## src/rtl/core/scd_pkg.sv

```systemverilog
// shared types and constants for the spike coincidence detector
package scd_pkg;

  localparam int PADDR_W    = 4;
  localparam int PDATA_W    = 32;

  localparam int WORD_W     = 32;
  localparam int NOW_W      = 32;
  localparam int NEURON_W   = 11;
  localparam int KEY_W      = 32;

  localparam int WEIGHT_LSB = 0;
  localparam int WEIGHT_W   = 13;
  localparam int TYPE_LSB   = 13;
  localparam int TYPE_W     = 3;
  localparam int TGT_LSB    = 16;

  localparam int CHIP_W     = 16;
  localparam int CORE_W     = 5;
  localparam int POP_W      = 16;
  localparam int CHIP_LSB   = 16;
  localparam int CORE_LSB   = 11;

  localparam logic [CHIP_W-1:0] CHIP_RST = 16'h0000;
  localparam logic [CORE_W-1:0] CORE_RST = 5'd1;
  localparam logic [POP_W-1:0]  POP_RST  = 16'h0000;

  // field slots in one state memory entry
  localparam int F_FIRST    = 0;
  localparam int F_SECOND   = 1;
  localparam int F_FIRE     = 2;
  localparam int F_REFR     = 3;
  localparam int F_WIN      = 4;
  localparam int NUM_FIELDS = 5;

  typedef enum logic {
    OP_EVENT = 1'b0,
    OP_LOAD  = 1'b1
  } scd_op_e;

  typedef enum logic [TYPE_W-1:0] {
    TYPE_FIRST  = 3'd0,
    TYPE_SECOND = 3'd1
  } scd_type_e;

  typedef enum logic [1:0] {
    REG_CHIP_ID  = 2'd0,
    REG_CORE_ID  = 2'd1,
    REG_POP_BASE = 2'd2
  } scd_reg_e;

  typedef struct packed {
    logic                op;
    logic [WORD_W-1:0]   syn_word;
    logic [NOW_W-1:0]    now_us;
    logic                end_of_row;
    logic [NEURON_W-1:0] param_neuron;
    logic [NOW_W-1:0]    param_refractory;
    logic [NOW_W-1:0]    param_window;
  } scd_item_t;

  typedef struct packed {
    logic write;
    logic fire;
  } scd_upd_t;

  typedef struct packed {
    logic [CHIP_W-1:0] chip_id;
    logic [CORE_W-1:0] core_id;
    logic [POP_W-1:0]  population_base;
  } scd_cfg_t;

  function automatic logic [NEURON_W-1:0] neuron_of(input scd_item_t item);
    if (item.op == OP_LOAD) begin
      return item.param_neuron;
    end
    return item.syn_word[TGT_LSB +: NEURON_W];
  endfunction

endpackage

```

## src/rtl/core/scd_cfg_regs.sv

```systemverilog
// apb configuration registers for chip, core and population ids
module scd_cfg_regs (
  input  logic                        clk_i,
  input  logic                        rst_ni,
  input  logic                        psel,
  input  logic                        penable,
  input  logic                        pwrite,
  input  logic [scd_pkg::PADDR_W-1:0] paddr,
  input  logic [scd_pkg::PDATA_W-1:0] pwdata,
  output logic [scd_pkg::PDATA_W-1:0] prdata,
  output logic                        pready,
  output scd_pkg::scd_cfg_t           cfg_o
);
  import scd_pkg::*;

  logic [CHIP_W-1:0] chip_q, chip_d;
  logic [CORE_W-1:0] core_q, core_d;
  logic [POP_W-1:0]  pop_q, pop_d;
  logic              wr_en;
  logic [1:0]        idx;

  assign pready = 1'b1;
  assign wr_en  = psel && penable && pwrite && pready;
  assign idx    = paddr[3:2];

  always_comb begin
    chip_d = chip_q;
    core_d = core_q;
    pop_d  = pop_q;
    if (wr_en) begin
      unique case (idx)
        REG_CHIP_ID:  chip_d = pwdata[CHIP_W-1:0];
        REG_CORE_ID:  core_d = pwdata[CORE_W-1:0];
        REG_POP_BASE: pop_d  = pwdata[POP_W-1:0];
        default: ;
      endcase
    end
  end

  always_comb begin
    unique case (idx)
      REG_CHIP_ID:  prdata = {{(PDATA_W-CHIP_W){1'b0}}, chip_q};
      REG_CORE_ID:  prdata = {{(PDATA_W-CORE_W){1'b0}}, core_q};
      REG_POP_BASE: prdata = {{(PDATA_W-POP_W){1'b0}}, pop_q};
      default:      prdata = '0;
    endcase
  end

  always_ff @(posedge clk_i or negedge rst_ni) begin
    if (!rst_ni) begin
      chip_q <= CHIP_RST;
      core_q <= CORE_RST;
      pop_q  <= POP_RST;
    end else begin
      chip_q <= chip_d;
      core_q <= core_d;
      pop_q  <= pop_d;
    end
  end

  assign cfg_o = '{chip_id: chip_q, core_id: core_q, population_base: pop_q};

endmodule

```

## config.mk

```make
export PLATFORM = sky130hd
export DESIGN_NAME = scd_cfg_regs
export DESIGN_NICKNAME = d
export VERILOG_FILES = /design/src/rtl/core/scd_pkg.sv /design/src/rtl/core/scd_cfg_regs.sv
export SDC_FILE = /design/constraint.sdc
export NUM_CORES = 1
export LEC_CHECK = 0
export ABC_AREA = 1
export BUFFER_PORTS_ARGS = -buffer_cell sky130_fd_sc_hd__buf_2
export CORE_MARGIN = 2
export CORE_UTILIZATION = 45
export DETAILED_ROUTE_END_ITERATION = 8
export PLACE_DENSITY = 0.92
export REMOVE_ABC_BUFFERS = 1
export SYNTH_ARGS = -nofsm -noshare
export SYNTH_HDL_FRONTEND = slang
export SYNTH_SLANG_ARGS = --single-unit
```

## constraint.sdc

```tcl
create_clock -name clk_i -period 2.8 [get_ports clk_i]
set_input_delay 0.84 -clock clk_i [delete_from_list [all_inputs] [get_ports clk_i]]
set_output_delay 0.84 -clock clk_i [all_outputs]
set_load 0.05 [all_outputs]
```

==> flow_metrics.env <==
export IMPL_ys_flop_type="dfrtp_1"
export IMPL_drive_gt1_share_pct=29.2
export IMPL_chipWidth_um=68.6
export IMPL_placed_cells_incl_taps=362
export IMPL_start_util_pct=46.9
export IMPL_wirelength_um=4390
export IMPL_async_flop_share_pct=100
export IMPL_holdBufCountCts=0
export IMPL_numCtsBuffers=5
export IMPL_clkSinkCount=37
export IMPL_hold_ws_ns=0.478
export IMPL_final_area_um2=2290
export IMPL_synth_edf_count=0
export IMPL_ys_types=15
export IMPL_grt_util_all_layers_pct=20.5
export IMPL_synth_area_um2=1880
export IMPL_syn_to_final_growth_pct=22.3
export IMPL_first_pass_iters=4
export IMPL_finalNonFillerCells=369
export IMPL_irDropWorstVdd_v=0.000386
export IMPL_yosysTopAreaCell="dfrtp_1"
export IMPL_cap_violations=0
export IMPL_antenna_found_initial=0
export IMPL_core_um2=4000
export IMPL_grt_max_degree=38
export IMPL_synth_top_area_share_pct=48.0
export IMPL_clkTransAtPathRegs_ns=0.07
export IMPL_powerDensity_nw_per_um2=864
export IMPL_required_ns=1.96
export IMPL_max_freq_mhz=384
export IMPL_clockBufferDepth=2
export IMPL_post_cts_buffers=0
export IMPL_p_leak_nw=1.43
export IMPL_detail_route_antenna_nets=0
export IMPL_skew_ns=0
export IMPL_hold_path_class="reg -> reg"
export IMPL_fp_dieH_um=68.6
export IMPL_overflow=0
export IMPL_hold_violations=0
export IMPL_grt_pass1_wl_um=6990
export IMPL_seq_area_frac_synth_pct=49.4
export IMPL_antenna_cells=0
export IMPL_first_iter_violations=119
export IMPL_fp_row_count=23
export IMPL_crit_path_start_kind="input pin"
export IMPL_slew_headroom_pct=46.0
export IMPL_syn_area_per_cell_um2=7.69
export IMPL_wl_per_cell_um=11.9
export IMPL_cts_tree="yes"
export IMPL_synth_commonest_cells="nand2_1, dfrtp_1, buf_4"
export IMPL_yosys_warnings=0
export IMPL_dpl_hpwl_um=3140
export IMPL_vias=1738
export IMPL_place_area_um2=2210
export IMPL_cts_root_buf="clkbuf_8"
export IMPL_ctsResizeCount=0
export IMPL_drc=0
export IMPL_die_area_um2=4700
export IMPL_final_util_pct=57.3
export IMPL_port_buffers=75
export IMPL_insertion_delay_ns=0.28
export IMPL_status="finished clean"
export IMPL_finalCritPeriodShare_pct=92.9
export IMPL_yosysMostFrequentCell="nand2_1"
export IMPL_fin_crit_ns=2.60
export IMPL_crit_type="in -> out"
export IMPL_ys_top_cells_by_area="dfrtp_1, nand2_1, buf_4"
export IMPL_nets=360
export IMPL_grt_setup_unrepaired="false"
export IMPL_num_io_pins=111
export IMPL_grt_pass1_vias=1464
export IMPL_slew_violations=0
export IMPL_worst_slew_pin_slew_ns=0.810
export IMPL_vias_per_cell=4.71
export IMPL_netlist_instances=244
export IMPL_routabilityCongestion=0.774
export IMPL_cp_max_fo=6
export IMPL_cp_end_kind="primary output"
export IMPL_setup_violations=0
export IMPL_ys_ff_latch=37
export IMPL_h_tree_depth=2
export IMPL_tns_ns=0
export IMPL_arrival_ns=1.76
==> kinds of logic after synthesis <==
logic type / count (synthesis) / share of synthesized area [%]
and+or+nand+nor: 177 / 39.3
DFF: 37 / 49.4
buffers and inverters: 28 / 10.9
other: 2 / 0.400
==> worst paths after layout <==
path / from / endpoint / slack [ns] / depth (start not counted)
worst max-delay path: paddr[3] / prdata[2] / 0.20 / 7
worst min-delay path: core_q[0] / core_q[0] / 0.48 / 2
worst max register to register: core_q[0] / core_q[0] / 2.09 / 2
worst min register to register: core_q[0] / core_q[0] / 0.48 / 2
max in group asynchronous: rst_ni / chip_q[13] / 1.64 / 1
min in group asynchronous: rst_ni / core_q[4] / 0.64 / 1
==> stage by stage <==
| step | power (mW) | setup WS [ns] |
|---|---|---|
| after CTS | 2.00 | 0.198 |
| final | 1.98 | 0.198 |
| after global placement | 1.61 | 0.247 |
| after floorplan | 1.41 | 0.394 |
| after global routing | 2.09 | 0.102 |
| after detailed placement | 1.63 | 0.210 |
==> cells in the final DEF (no fill, tap or decap) <==
cell	instances
dfrtp_1	36
clkbuf_8	6
clkbuf_1	1
dfstp_2	1
nand2_4	3
buf_2	75
nand3_1	5
nand3_4	1
inv_4	1
buf_12	1
conb_1	17
nor2_4	4
inv_2	1
inv_1	3
nand2_1	163
nor2_1	1
==> sequential cells by signal, summed over array words and instances, names as in the netlist <==
| register | cells |
|---|---|
| core_q | 5 |
| pop_q | 16 |
| chip_q | 16 |
==> critical path, stage by stage <==
cell     delay (ns)
buf_2          0.14
inv_1          0.08
nand2_1        0.07
inv_1          0.19
nand2_1        0.08
nand3_1        0.10
buf_2          0.26
==> report_power, final <==
part,switching [mW],internal (mW),total (mW)
sequential,0.0829,0.647,0.729
combinational,0.718,0.168,0.886
clock,0.170,0.195,0.365
total,0.971,1.01,1.98
==> per-layer routing <==
layer	routed length [um]	vias to the layer above	share of wire, %	GRT usage [%]
met5	0	-	0	0
met4	42	0	0.96	6.75
met3	356	6	8.1	4.38
met2	2210	74	50	35.1
met1	1780	808	41	25.5
li1	-	850	-	-
==> layout make-up <==
type	count	area (um^2)
Fill cell	402	1710
Sequential cell	37	927
Multi-Input combinational cell	194	801
Timing Repair Buffer	76	395
Clock buffer	7	86.3
Tap cell	50	62.6
Inverter	5	21.3
Power figures use the tool's default switching activity.
