<file path="src/rtl/core/scd_pkg.sv">
// shared types and constants for the spike coincidence detector
package scd_pkg;

  localparam int PADDR_W    = 4;
  localparam int PDATA_W    = 32;

  localparam int WORD_W     = 32;
  localparam int NOW_W      = 32;
  localparam int NEURON_W   = 11;
  localparam int KEY_W      = 32;

  localparam int WEIGHT_LSB = 0;
  localparam int WEIGHT_W   = 13;
  localparam int TYPE_LSB   = 13;
  localparam int TYPE_W     = 3;
  localparam int TGT_LSB    = 16;

  localparam int CHIP_W     = 16;
  localparam int CORE_W     = 5;
  localparam int POP_W      = 16;
  localparam int CHIP_LSB   = 16;
  localparam int CORE_LSB   = 11;

  localparam logic [CHIP_W-1:0] CHIP_RST = 16'h0000;
  localparam logic [CORE_W-1:0] CORE_RST = 5'd1;
  localparam logic [POP_W-1:0]  POP_RST  = 16'h0000;

  // field slots in one state memory entry
  localparam int F_FIRST    = 0;
  localparam int F_SECOND   = 1;
  localparam int F_FIRE     = 2;
  localparam int F_REFR     = 3;
  localparam int F_WIN      = 4;
  localparam int NUM_FIELDS = 5;

  typedef enum logic {
    OP_EVENT = 1'b0,
    OP_LOAD  = 1'b1
  } scd_op_e;

  typedef enum logic [TYPE_W-1:0] {
    TYPE_FIRST  = 3'd0,
    TYPE_SECOND = 3'd1
  } scd_type_e;

  typedef enum logic [1:0] {
    REG_CHIP_ID  = 2'd0,
    REG_CORE_ID  = 2'd1,
    REG_POP_BASE = 2'd2
  } scd_reg_e;

  typedef struct packed {
    logic                op;
    logic [WORD_W-1:0]   syn_word;
    logic [NOW_W-1:0]    now_us;
    logic                end_of_row;
    logic [NEURON_W-1:0] param_neuron;
    logic [NOW_W-1:0]    param_refractory;
    logic [NOW_W-1:0]    param_window;
  } scd_item_t;

  typedef struct packed {
    logic write;
    logic fire;
  } scd_upd_t;

  typedef struct packed {
    logic [CHIP_W-1:0] chip_id;
    logic [CORE_W-1:0] core_id;
    logic [POP_W-1:0]  population_base;
  } scd_cfg_t;

  function automatic logic [NEURON_W-1:0] neuron_of(input scd_item_t item);
    if (item.op == OP_LOAD) begin
      return item.param_neuron;
    end
    return item.syn_word[TGT_LSB +: NEURON_W];
  endfunction

endpackage

</file>
<file path="src/rtl/core/scd_update.sv">
// neuron update: parameter load, refractory check, coincidence test and key build
module scd_update #(
  parameter int TIME_BITS = 32,
  parameter int NEURONS   = 2048
) (
  input  scd_pkg::scd_item_t                            item_i,
  input  logic [scd_pkg::NUM_FIELDS*TIME_BITS-1:0]      entry_i,
  input  scd_pkg::scd_cfg_t                             cfg_i,
  output logic [scd_pkg::NUM_FIELDS*TIME_BITS-1:0]      entry_o,
  output scd_pkg::scd_upd_t                             upd_o,
  output logic [scd_pkg::KEY_W-1:0]                     key_o
);
  import scd_pkg::*;

  logic [TIME_BITS-1:0] now, first_t, second_t, fire_t, refr, win, other;
  logic [TIME_BITS-1:0] since_fire, since_other;
  logic [NEURON_W-1:0]  tgt;
  logic [TYPE_W-1:0]    syn_type;
  logic                 in_range, ev_ok, active, coincide;

  assign now      = item_i.now_us[TIME_BITS-1:0];
  assign first_t  = entry_i[F_FIRST*TIME_BITS +: TIME_BITS];
  assign second_t = entry_i[F_SECOND*TIME_BITS +: TIME_BITS];
  assign fire_t   = entry_i[F_FIRE*TIME_BITS +: TIME_BITS];
  assign refr     = entry_i[F_REFR*TIME_BITS +: TIME_BITS];
  assign win      = entry_i[F_WIN*TIME_BITS +: TIME_BITS];

  assign tgt      = neuron_of(item_i);
  assign in_range = ({21'b0, tgt} < 32'(NEURONS));
  assign syn_type = item_i.syn_word[TYPE_LSB +: TYPE_W];
  assign ev_ok    = (item_i.syn_word[WEIGHT_LSB +: WEIGHT_W] != '0) &&
                    (syn_type == TYPE_FIRST || syn_type == TYPE_SECOND) && in_range;

  assign since_fire  = now - fire_t;
  assign other       = (syn_type == TYPE_FIRST) ? second_t : first_t;
  assign since_other = now - other;
  assign active      = ev_ok && (since_fire >= refr);
  assign coincide    = active && (since_other <= win);

  always_comb begin
    entry_o    = entry_i;
    upd_o      = '{write: 1'b0, fire: 1'b0};
    if (item_i.op == OP_LOAD) begin
      entry_o[F_REFR*TIME_BITS +: TIME_BITS] = item_i.param_refractory[TIME_BITS-1:0];
      entry_o[F_WIN*TIME_BITS +: TIME_BITS]  = item_i.param_window[TIME_BITS-1:0];
      upd_o.write = in_range;
    end else begin
      if (syn_type == TYPE_FIRST) begin
        entry_o[F_FIRST*TIME_BITS +: TIME_BITS] = now;
      end else begin
        entry_o[F_SECOND*TIME_BITS +: TIME_BITS] = now;
      end
      if (coincide) begin
        entry_o[F_FIRE*TIME_BITS +: TIME_BITS] = now;
      end
      upd_o.write = active;
      upd_o.fire  = coincide;
    end
  end

  assign key_o = {cfg_i.chip_id, {CHIP_LSB{1'b0}}} |
                 {{(KEY_W-CORE_LSB-CORE_W){1'b0}}, cfg_i.core_id, {CORE_LSB{1'b0}}} |
                 {{(KEY_W-POP_W){1'b0}}, cfg_i.population_base} |
                 {{(KEY_W-NEURON_W){1'b0}}, tgt};

endmodule

</file>
<file path="config.mk">
export PLATFORM = sky130hd
export DESIGN_NAME = scd_update
export DESIGN_NICKNAME = d
export VERILOG_FILES = /design/src/rtl/core/scd_pkg.sv /design/src/rtl/core/scd_update.sv
export SDC_FILE = /design/constraint.sdc
export NUM_CORES = 1
export LEC_CHECK = 0
export BUFFER_PORTS_ARGS = -buffer_cell sky130_fd_sc_hd__buf_2
export CAP_MARGIN = 20
export CORE_AREA = 3 3 207 209
export DETAILED_ROUTE_END_ITERATION = 12
export DIE_AREA = 0 0 210 212
export GPL_ROUTABILITY_DRIVEN = 0
export PLACE_DENSITY = 0.51
export SYNTH_ARGS = -nofsm -noshare
export SYNTH_HDL_FRONTEND = slang
export SYNTH_SLANG_ARGS = --single-unit
</file>
<file path="constraint.sdc">
create_clock -name vclk -period 17.7
set_clock_uncertainty 0.1 [all_clocks]
set_input_delay 3.54 -clock vclk [all_inputs]
set_output_delay 3.54 -clock vclk [all_outputs]
set_load 0.03 [all_outputs]
</file>
==> reports/results.ini <==
[grt]
antenna_found_initial=1
overflow=0
grt_use_total=0.1450
grt_pass1_wl_mm=50.85
grt_max_degree=76
grt_pass1_vias=8959

[cells_and_area]
layout_common_cells=buf_2 (493), ha_1 (126), inv_1 (107)
nClkBuffers=0
layout-drive-gt1-share=0.4274
n_fill_cell=4565
regArea_um2=0
post-route-util=0.2488
multi_input_area_um2=6606
design.seq.count=0
nets=1921
area_growth_pct=41.26
final_common_cell=buf_2

[synthesis]
yosysWarnings=0
yosysUniqueCellTypes=55
synthesis.area_per_instance_um2=7.216
synthesis.nets=1467
ys_seq_area_frac=0
synth_area_um2=7223
syn_inst=1001

[sta]
timing.hold.ws_ns=6.980
grt_setup_unrepaired=no
fmax_mhz=71.97
setup_tns_ns=0
fin_crit_ns=13.89
final-setup-viol-count=0
final.setup.worst_slack_ns=3.805
fin_crit_sh=0.7850
tightest_slew_ns=0.8279
hold_violations=0
slew_viol_final=0
relSlewSlack=0.4435

[critical_path]
cp-endpoint=entry_o[95]
cp_max_fo=33
worstPathArrival_ns=10.25
crit_type=in -> out
critical_path.endpoint_type=primary output
start_kind=input port
cp-startpoint=item_i[123]
crit_required_ns=14.06

[clock_tree]
cts_hold_buf=0
post_cts_buffers=0
post_cts_resized=0

[drt]
wl_per_cell_um=17.79
vias=9038
ant_nets=0
first_pass_iters=5
initialDrtViolationCount=302
drc=0
wirelength_mm=35.34
viasPerCell=4.551

[die]
rows=74
die_h_um=212
core-area_um2=41020
start_util=0.1761
design.portCount=532
dieWidth_um=210
die_area_um2=44520

[placement]
post-place-ws_ns=3.767
dp_hpwl_mm=30.56
io_buffers=494

[run_status]
run_status=completed

[run]
maxCapViolations=0

[worst_hold_path]
min-delay-start=cfg_i[22]
holdCritPathClass=in -> out

-- stage by stage --
step | cells | area, um2
2_1_floorplan | 1001 | 7223
3_3_place_gp | 1985 | 10200
3_5_place_dp | 1985 | 10200
4_1_cts | 1985 | 10200
5_1_grt | 1985 | 10200
6_report | 1986 | 10200
-- cell usage after synthesis (all sizes together) (4+ instances only) --
cell | count | share of area
nand2 | 90 | 0.047
a2111oi | 6 | 0.0099
or3 | 4 | 0.0035
and3 | 14 | 0.012
inv | 107 | 0.056
clkbuf | 31 | 0.016
ha | 126 | 0.22
nor2 | 37 | 0.019
a21oi | 62 | 0.043
a211o | 12 | 0.015
o21a | 4 | 0.0042
nor4 | 5 | 0.0043
o21bai | 7 | 0.0073
nand2b | 10 | 0.0087
a21o | 51 | 0.053
or2 | 10 | 0.0087
nor3 | 13 | 0.0090
nor2b | 24 | 0.021
nand4 | 18 | 0.016
o21ai | 105 | 0.073
buf | 18 | 0.018
or4 | 4 | 0.0042
xnor2 | 37 | 0.045
mux2 | 99 | 0.15
a211oi | 6 | 0.0069
o211ai | 6 | 0.0062
nand3 | 7 | 0.0048
mux2i | 31 | 0.043
xor2 | 17 | 0.021
a31oi | 6 | 0.0073
-- cells by family after synthesis --
| family | Yosys count | synth area share |
|---|---|---|
| xor+xnor | 54 | 0.06548 |
| fa+ha+maj | 128 | 0.2238 |
| mux | 130 | 0.1973 |
| buf+inv | 156 | 0.08955 |
| compound gates | 292 | 0.2609 |
| simple gates | 241 | 0.1630 |
-- worst min-delay path by stage --
stage	end	slack [ns]	cells past startpoint
after floorplan	key_o[16]	7.11	1
after global placement	key_o[20]	6.98	0
after detailed placement	key_o[20]	6.98	0
after CTS	key_o[20]	6.98	0
after global routing	key_o[19]	6.98	0
final	key_o[17]	6.98	0
-- area by class of cell --
type | instances | area share
Timing Repair Buffer | 501 | 0.2477
Antenna cell | 1 | 0.0002452
Inverter | 107 | 0.03936
Multi-Input combinational cell | 845 | 0.6475
Tap cell | 532 | 0.06524
-- routing by layer --
metal	GRT usage	vias to the layer above	share of wire
li1	-	4520	-
met1	0.1942	4203	0.45
met2	0.2621	284	0.49
met3	0.01136	29	0.047
met4	0.01837	2	0.014
met5	0	-	0.00020
-- critical path, stage by stage --
cell      delay, ns
buf_2          0.12
nor3_2         0.55
buf_4          0.66
mux2_2         0.28
ha_1           0.16
inv_1          0.05
fa_1           0.39
a21oi_1        0.22
nor2_1         0.10
nor3_1         0.27
nor3_1         0.12
o21ai_0        0.42
o21ai_0        0.27
o21ai_0        0.46
o21ai_0        0.20
xor2_1         0.18
ha_1           0.29
nor2b_1        0.13
o21ai_0        0.14
o211ai_1       0.14
a21oi_1        0.14
o21ai_0        0.16
a21oi_4        0.14
buf_4          0.48
mux2_2         0.43
buf_2          0.19
